## config.mk

```make
export PLATFORM = sky130hd
export DESIGN_NAME = lidar_frame_relay_flat
export DESIGN_NICKNAME = d
export VERILOG_FILES = /design/src/rtl/lfr_pkg.sv /design/src/rtl/lfr_channels.sv /design/src/rtl/lidar_frame_relay.sv /design/src/flat_wrapper.sv
export SDC_FILE = /design/constraint.sdc
export NUM_CORES = 1
export LEC_CHECK = 0
export ABC_AREA = 1
export BUFFER_PORTS_ARGS = -buffer_cell sky130_fd_sc_hd__buf_2
export CAP_MARGIN = 20
export CORE_ASPECT_RATIO = 1.2
export CORE_MARGIN = 3
export CORE_UTILIZATION = 25
export CTS_BUF_LIST = sky130_fd_sc_hd__clkbuf_8
export DETAILED_ROUTE_END_ITERATION = 10
export PLACE_DENSITY = 0.38
export SYNTH_ARGS = -nofsm -noshare
export SYNTH_HDL_FRONTEND = slang
export SYNTH_SLANG_ARGS = --single-unit
```

## constraint.sdc

```tcl
create_clock -name clock -period 3.2 [get_ports clock]
set_input_delay 0.16 -clock clock [delete_from_list [all_inputs] [get_ports clock]]
set_output_delay 0.16 -clock clock [all_outputs]
set_load 0.03 [all_outputs]
```

## src/rtl/lfr_pkg.sv

```systemverilog
// ---------------------------------------------------------------------------
// lfr_pkg
// shared types and constants of the lidar frame relay
// ---------------------------------------------------------------------------
package lfr_pkg;

   localparam int COUNT_W        = 7;
   localparam int DIST_FRAME_LEN = 10;
   localparam int POS_FRAME_LEN  = 6;
   localparam int STORE_DEPTH    = 8;
   localparam int STORE_AW       = $clog2(STORE_DEPTH);
   localparam int BEAT_W         = 4;
   localparam int CSR_IDX_W      = 4;

   typedef enum logic [1:0] {
      KIND_NONE = 2'd0,
      KIND_DIST = 2'd1,
      KIND_POS  = 2'd2,
      KIND_OBST = 2'd3
   } kind_type;

   typedef enum logic [CSR_IDX_W-1:0] {
      CSR_SYNC      = 4'd0,
      CSR_TYPE_DIST = 4'd1,
      CSR_TYPE_POS  = 4'd2,
      CSR_TYPE_OBST = 4'd3
   } csr_index_type;

   localparam logic [7:0] SYNC_RESET      = 8'hAA;
   localparam logic [7:0] TYPE_DIST_RESET = 8'h55;
   localparam logic [7:0] TYPE_POS_RESET  = 8'h56;
   localparam logic [7:0] TYPE_OBST_RESET = 8'h57;

   localparam logic [7:0] HDR_FIRST   = 8'hAA;
   localparam logic [7:0] HDR_SECOND  = 8'h55;
   localparam logic [7:0] TRAILER     = 8'h5D;
   localparam logic [7:0] CMD_DIST_LO = 8'h06;
   localparam logic [7:0] CMD_DIST_HI = 8'h07;
   localparam logic [7:0] CMD_POS     = 8'h02;
   localparam logic [7:0] CMD_OBST    = 8'h08;

   localparam logic [BEAT_W-1:0] LAST_BEAT_DIST  = 4'd15;
   localparam logic [BEAT_W-1:0] LAST_BEAT_OTHER = 4'd7;

endpackage

```

## src/rtl/lfr_channels.sv

```systemverilog
// ---------------------------------------------------------------------------
// lfr channels
// valid/ready transaction channels of the lidar frame relay
// ---------------------------------------------------------------------------
interface lfr_req_if;
   logic       valid;
   logic       ready;
   logic [7:0] rx_byte;

   modport source (output valid, output rx_byte, input ready);
   modport sink   (input valid, input rx_byte, output ready);
endinterface

interface lfr_rsp_if;
   logic       valid;
   logic       ready;
   logic [7:0] tx_byte;
   logic       run_last;

   modport source (output valid, output tx_byte, output run_last, input ready);
   modport sink   (input valid, input tx_byte, input run_last, output ready);
endinterface

```

## src/rtl/lidar_frame_relay.sv

```systemverilog
// ---------------------------------------------------------------------------
// lidar_frame_relay
// hunts sensor frames in a byte stream, buffers the body in a small ram
// and replays it as 8-byte command frames
// ---------------------------------------------------------------------------
//  channel   dir  payload             transaction
//  req_chan  in   rx_byte             valid && ready
//  rsp_chan  out  tx_byte, run_last   valid && ready
//  csr_*     in   index, wdata        csr_wr_en
//
//  one input transaction per cycle while ready is high; a trigger byte starts
//  8 or 16 output beats at one per cycle while the output does not stall,
//  set by the single read port of the body ram; body bytes and trigger bytes
//  wait while a replay is in progress; sync and type bytes are still taken
//  synchronous reset; no ram clearing pass
//  output stalls hold the beat register and pause the replay sequencer
// ---------------------------------------------------------------------------
module lidar_frame_relay (
   input  logic                          clock,
   input  logic                          reset,
   lfr_req_if.sink                       req_chan,
   lfr_rsp_if.source                     rsp_chan,
   input  logic                          csr_wr_en,
   input  logic [lfr_pkg::CSR_IDX_W-1:0] csr_index,
   input  logic [7:0]                    csr_wdata
);
   import lfr_pkg::*;

   logic [7:0]          sync_ff, type_dist_ff, type_pos_ff, type_obst_ff;
   logic [COUNT_W-1:0]  count_ff;
   kind_type            kind_ff;
   logic                busy_ff;
   logic [BEAT_W-1:0]   pos_ff;
   kind_type            emit_kind_ff;
   logic                s1_valid_ff;
   logic [BEAT_W-1:0]   s1_pos_ff;
   kind_type            s1_kind_ff;
   logic [7:0]          store_mem [STORE_DEPTH];
   logic [7:0]          rd_data_ff;

   logic                req_fire;
   logic                in_body;
   logic [COUNT_W-1:0]  frame_len;
   logic [COUNT_W-1:0]  body_idx;
   logic                body_fill;
   logic                trigger;
   logic                mem_we;
   kind_type            type_kind;
   logic [BEAT_W-1:0]   last_pos;
   logic                issue;
   logic [STORE_AW-1:0] rd_addr;
   logic [1:0]          rd_off;
   logic [7:0]          cmd_byte;
   logic [BEAT_W-1:0]   s1_last_pos;

   assign req_fire  = req_chan.valid && req_chan.ready;
   assign in_body   = count_ff[COUNT_W-1:1] != '0;
   assign frame_len = (kind_ff == KIND_DIST) ? COUNT_W'(DIST_FRAME_LEN)
                                             : COUNT_W'(POS_FRAME_LEN);
   assign body_idx  = count_ff - COUNT_W'(2);
   assign body_fill = in_body && (kind_ff != KIND_NONE) && (count_ff < frame_len);
   assign trigger   = req_fire && in_body && (kind_ff != KIND_NONE) && !body_fill;
   assign mem_we    = req_fire && body_fill && (body_idx < COUNT_W'(STORE_DEPTH));

   assign req_chan.ready = !busy_ff || !in_body;

   always_comb begin
      if (req_chan.rx_byte == type_dist_ff) begin
         type_kind = KIND_DIST;
      end else if (req_chan.rx_byte == type_pos_ff) begin
         type_kind = KIND_POS;
      end else if (req_chan.rx_byte == type_obst_ff) begin
         type_kind = KIND_OBST;
      end else begin
         type_kind = KIND_NONE;
      end
   end

   // configuration registers
   always_ff @(posedge clock) begin
      if (reset) begin
         sync_ff      <= SYNC_RESET;
         type_dist_ff <= TYPE_DIST_RESET;
         type_pos_ff  <= TYPE_POS_RESET;
         type_obst_ff <= TYPE_OBST_RESET;
      end else if (csr_wr_en) begin
         unique case (csr_index)
            CSR_SYNC:      sync_ff      <= csr_wdata;
            CSR_TYPE_DIST: type_dist_ff <= csr_wdata;
            CSR_TYPE_POS:  type_pos_ff  <= csr_wdata;
            CSR_TYPE_OBST: type_obst_ff <= csr_wdata;
            default:       ;
         endcase
      end
   end

   // frame parser
   always_ff @(posedge clock) begin
      if (reset) begin
         count_ff <= '0;
         kind_ff  <= KIND_NONE;
      end else if (req_fire) begin
         if (count_ff == '0) begin
            if (req_chan.rx_byte == sync_ff) begin
               count_ff <= COUNT_W'(1);
            end
         end else if (count_ff == COUNT_W'(1)) begin
            kind_ff  <= type_kind;
            count_ff <= (type_kind != KIND_NONE) ? COUNT_W'(2) : '0;
         end else if (body_fill) begin
            count_ff <= count_ff + COUNT_W'(1);
         end else begin
            count_ff <= '0;
            kind_ff  <= KIND_NONE;
         end
      end
   end

   // body ram
   always_ff @(posedge clock) begin
      if (mem_we) begin
         store_mem[body_idx[STORE_AW-1:0]] <= req_chan.rx_byte;
      end
   end

   assign rd_off  = pos_ff[1:0] - 2'd3;
   assign rd_addr = {pos_ff[3], rd_off};

   always_ff @(posedge clock) begin
      if (issue) begin
         rd_data_ff <= store_mem[rd_addr];
      end
   end

   // replay sequencer
   assign last_pos = (emit_kind_ff == KIND_DIST) ? LAST_BEAT_DIST : LAST_BEAT_OTHER;
   assign issue    = busy_ff && (!s1_valid_ff || rsp_chan.ready);

   always_ff @(posedge clock) begin
      if (reset) begin
         busy_ff      <= 1'b0;
         pos_ff       <= '0;
         emit_kind_ff <= KIND_NONE;
      end else if (trigger) begin
         busy_ff      <= 1'b1;
         pos_ff       <= '0;
         emit_kind_ff <= kind_ff;
      end else if (issue) begin
         pos_ff <= pos_ff + BEAT_W'(1);
         if (pos_ff == last_pos) begin
            busy_ff <= 1'b0;
         end
      end
   end

   // output beat register
   always_ff @(posedge clock) begin
      if (reset) begin
         s1_valid_ff <= 1'b0;
      end else if (!s1_valid_ff || rsp_chan.ready) begin
         s1_valid_ff <= issue;
      end
   end

   always_ff @(posedge clock) begin
      if (!s1_valid_ff || rsp_chan.ready) begin
         s1_pos_ff  <= pos_ff;
         s1_kind_ff <= emit_kind_ff;
      end
   end

   always_comb begin
      case (s1_kind_ff)
         KIND_DIST: cmd_byte = s1_pos_ff[3] ? CMD_DIST_HI : CMD_DIST_LO;
         KIND_POS:  cmd_byte = CMD_POS;
         default:   cmd_byte = CMD_OBST;
      endcase
   end

   always_comb begin
      case (s1_pos_ff[2:0])
         3'd0:    rsp_chan.tx_byte = HDR_FIRST;
         3'd1:    rsp_chan.tx_byte = HDR_SECOND;
         3'd2:    rsp_chan.tx_byte = cmd_byte;
         3'd7:    rsp_chan.tx_byte = TRAILER;
         default: rsp_chan.tx_byte = rd_data_ff;
      endcase
   end

   assign s1_last_pos       = (s1_kind_ff == KIND_DIST) ? LAST_BEAT_DIST : LAST_BEAT_OTHER;
   assign rsp_chan.valid    = s1_valid_ff;
   assign rsp_chan.run_last = s1_pos_ff == s1_last_pos;

   // assertions
   body_write_not_during_replay: assert property (
      @(posedge clock) disable iff (reset) mem_we |-> !busy_ff
   ) else $error("body ram written during replay");

   trigger_only_when_idle: assert property (
      @(posedge clock) disable iff (reset) trigger |-> !busy_ff
   ) else $error("trigger transaction while sequencer busy");

   high_beats_only_for_distances: assert property (
      @(posedge clock) disable iff (reset)
         (busy_ff && pos_ff[3]) |-> (emit_kind_ff == KIND_DIST)
   ) else $error("second frame issued for a non-distance replay");

   replay_starts_after_trigger: assert property (
      @(posedge clock) disable iff (reset)
         trigger |=> (busy_ff && (pos_ff == '0))
   ) else $error("sequencer did not start after trigger");

endmodule

```

## src/flat_wrapper.sv

```systemverilog
// flat-port wrapper written by rule: the top's interface ports become plain ports
module lidar_frame_relay_flat import lfr_pkg::*;
  (clock, reset, csr_wr_en, csr_index, csr_wdata, req_chan_valid, req_chan_rx_byte, req_chan_ready, rsp_chan_valid, rsp_chan_tx_byte, rsp_chan_run_last, rsp_chan_ready);
  lfr_req_if req_chan_i ();
  lfr_rsp_if rsp_chan_i ();
  input  logic clock;
  input  logic reset;
  input  logic csr_wr_en;
  input  logic [lfr_pkg::CSR_IDX_W-1:0] csr_index;
  input  logic [7:0] csr_wdata;
  input wire logic [$bits(req_chan_i.valid)-1:0] req_chan_valid;
  input wire logic [$bits(req_chan_i.rx_byte)-1:0] req_chan_rx_byte;
  output wire logic [$bits(req_chan_i.ready)-1:0] req_chan_ready;
  output wire logic [$bits(rsp_chan_i.valid)-1:0] rsp_chan_valid;
  output wire logic [$bits(rsp_chan_i.tx_byte)-1:0] rsp_chan_tx_byte;
  output wire logic [$bits(rsp_chan_i.run_last)-1:0] rsp_chan_run_last;
  input wire logic [$bits(rsp_chan_i.ready)-1:0] rsp_chan_ready;
  assign req_chan_i.valid = req_chan_valid;
  assign req_chan_i.rx_byte = req_chan_rx_byte;
  assign req_chan_ready = req_chan_i.ready;
  assign rsp_chan_valid = rsp_chan_i.valid;
  assign rsp_chan_tx_byte = rsp_chan_i.tx_byte;
  assign rsp_chan_run_last = rsp_chan_i.run_last;
  assign rsp_chan_i.ready = rsp_chan_ready;
  lidar_frame_relay u_core (.clock(clock), .reset(reset), .req_chan(req_chan_i), .rsp_chan(rsp_chan_i), .csr_wr_en(csr_wr_en), .csr_index(csr_index), .csr_wdata(csr_wdata));
endmodule
```

==> flow_metrics.tcl <==
set metrics [dict create \
    cp_max_fo 8 \
    syn_area_um2 5700 \
    critPathSlowestCell "nor2_1" \
    syn-num-nets 667 \
    worst_slew_pin_slew_ps 936 \
    fin_ws_ps 641 \
    gr-total-overflow 0 \
    max-slew-margin-rel_pct 37.5 \
    synth.area.top_cells "edfxtp_1 (41%), dfxtp_1 (17%), nand2_1 (9.2%)" \
    die_height_um 171 \
    ant_nets 0 \
    crit_buf_inv 2 \
    die_w_um 144 \
    h-tree-depth 4 \
    finalMaxSlewViolations 0 \
    synthArstFlopShare_pct 0 \
    io_pins 36 \
    tns_ps 0 \
    rsz0062_at_grt "false" \
    grt_max_degree 37 \
    cts_sinks 127 \
    cp_data_required_time_ps 3270 \
    status "complete, no violations" \
    cts_tree "done" \
    finish.utilization_pct 30.0 \
    synthFlopType "edfxtp_1" \
    timing.max_cap.violations 0 \
    powerDensity_nw_per_um2 479 \
    critPathTopFamily "simple AND/OR/NAND/NOR gates" \
    initial_core_util_pct 25.8 \
    wirelength_mm 15.1 \
    ys_seq_area_share_pct 58.3 \
    p_leak_nw 2.58 \
    dr.pass1.iters 4 \
    diodes 0 \
    max_freq_mhz 391 \
    std_cell_rows 59 \
    cp-start-kind "register" \
    cp_cell_sequence "inv_1, nor2_1, ha_1, nand2_1, nand2_1, nand2_1, nand3_1, nor2_4, inv_2, nor3_4, nand2_2, nor2_1" \
    slowest_delay_ps 530 \
    yosysMostFrequentCell "nand2_1" \
    synthToLayoutAreaGrowth_pct 16.3 \
    min_path_type "in2reg" \
    final_cell_count_no_fill 968 \
    path_common_cell "nand2_1" \
    clock_path_buffers 2 \
    antenna_found_initial 0 \
    synth_edf_count 78 \
    grt_first_pass_wirelength_mm 23.5 \
    via_per_inst 4.47 \
    grtUsageTotal_pct 12.8 \
    synthCells 633 \
    netlist.top_cell.by_area "edfxtp_1" \
    vias 4325 \
    yosys.cell_types.count 29 \
    dp.cells 929 \
    drive_above_1_share_pct 13.3 \
    grt_pass1_vias 4427 \
    first_iter_violations 176 \
    cp_data_arrival_time_ps 2630 \
    cts-buffers-inserted 17 \
    vdd_ir_drop_max_v 0.000244 \
    dp_hpwl_mm 10.8 \
    drt-wirelength-per-cell_um 15.6 \
    drc 0 \
    die_area_um2 24600 \
    core_um2 22100 \
    synth_common_cells "nand2_1 (140), nor2_1 (107), edfxtp_1 (78)" \
    finClkSkew_ps 15.7 \
    final-setup-viol-count 0 \
    root_buffer "clkbuf_8" \
    hold-worst-slack_ps 41.5 \
    clk_pin_slew_ps 70 \
    period_needed_ps 2560 \
    crit_type "reg2reg" \
    yosysWarnings 0 \
    hold_violations 0 \
    gp_congestion 0.785 \
    finalCritPeriodShare_pct 80.0 \
    port_buffers 35 \
    crit_path_end_kind "register" \
    synth.avg_cell_area_um2 9.00 \
    finalNetCount 715 \
    insertion_delay_ps 440 \
    pre_cts_ws_ps 605 \
    synth_top_area_share_pct 41.1 \
    nFillCells 2343 \
    ys_ff_latch 127 \
    post_cts_resized 0 \
]
## power breakdown
part | switching [mW] | internal (mW)
logic | 0.0904 | 0.0453
clock network | 0.622 | 0.670
registers | 0.00503 | 1.74
## what timing repair did
| action | in CTS | in global routing |
|---|---|---|
| endpoints found under the hold margin | 13 | 0 |
| setup buffers | 0 | 0 |
| hold buffers | 7 | 0 |
## metrics by stage
step / cell area [um2] / power [mW]
2_1_floorplan: 5700 / 1.84
3_3_place_gp: 6190 / 1.91
3_5_place_dp: 6190 / 1.91
4_1_cts: 6620 / 3.22
5_1_grt: 6620 / 3.30
6_report: 6620 / 3.17
## path summary, 6_finish.rpt
kind,slack (ps),cells past startpoint,to,from
worst max-delay path,640,12,u_core.store_mem[6][0],u_core.kind_ff[0]
worst min-delay path,40,3,u_core.sync_ff[2],csr_wdata[2]
worst max register to register,640,12,u_core.store_mem[6][0],u_core.kind_ff[0]
worst min register to register,450,0,u_core.s1_kind_ff[1],u_core.emit_kind_ff[1]
## flip-flops by register name, indices dropped and copies added (netlist names), 4 cells and up
name and cells:
u_core.pos_ff 4, u_core.type_pos_ff 8, u_core.sync_ff 8, u_core.type_obst_ff 8, u_core.store_mem 64, u_core.s1_pos_ff 4, u_core.count_ff 7, u_core.type_dist_ff 8
u_core.rd_data_ff 8
## layer usage
metal  vias to the layer above  share of wire, %  track usage, %
li1                       2182                 -               -
met1                      2041                41            13.9
met2                        80                54            23.9
met3                        22               2.7            2.56
met4                         0               2.4            5.41
met5                         -                 0               0
## layout make-up
cell class	count	area, um2	share of cell area [%]
well taps	274	343	5.18
repair buffers	49	298	4.50
clock inverters	15	129	1.95
inverters	58	218	3.29
multi-input cells	428	2080	31.4
clock buffers	17	234	3.53
flip-flops and latches	127	3320	50.2
## kinds of logic (layout without fill, tap and decap cells)
kind of cell / count (synthesis) / count (layout) / synth area share, %
DFF: 127 / 127 / 58.3
xor gates and xnor gates: 23 / 23 / 3.54
AOI/OAI and AO/OA: 100 / 100 / 9.33
adders and majority gates: 9 / 9 / 1.98
buffers and inverters: 78 / 139 / 5.16
and+or+nand+nor: 296 / 296 / 21.7
## tightest hold or removal path, delay by kind of cell
family                 cells  cell delay [ps]
buffers and inverters      1              150
AO/OA/AOI/OAI              1               50
AND/OR/NAND/NOR            1               70
## placed cells by master, fill, tap and decap left out
cell           synthesis  routed
clkinv_4               0       2
a31oi_1                8       8
clkinv_2               0       2
dfxtp_1               49      49
nor3_2                 2       2
o211ai_1               3       3
nor2_4                 2       2
or2_2                  1       1
o21ai_0               50      50
clkinvlp_4             0       2
xnor2_1               21      21
inv_1                 48      49
nor3b_2                1       1
buf_4                  0       7
nand3b_1               1       1
ha_1                   9       9
edfxtp_1              78      78
xor2_1                 2       2
nand3_1               24      24
nor3_4                 1       1
buf_2                  1      35
inv_2                  9       9
nand2_2                8       8
a22o_1                 1       1
dlygate4sd3_1          0       7
clkbuf_8               0      17
o22ai_1                8       8
bufinv_16              0       2
nand2_4                1       1
o21ai_1                4       4
a21oi_1               26      26
nor2_1               107     107
clkinv_1               1       7
nand2_1              140     140
nor3_1                 8       8
No activity file was read; power rests on OpenSTA's default activity.
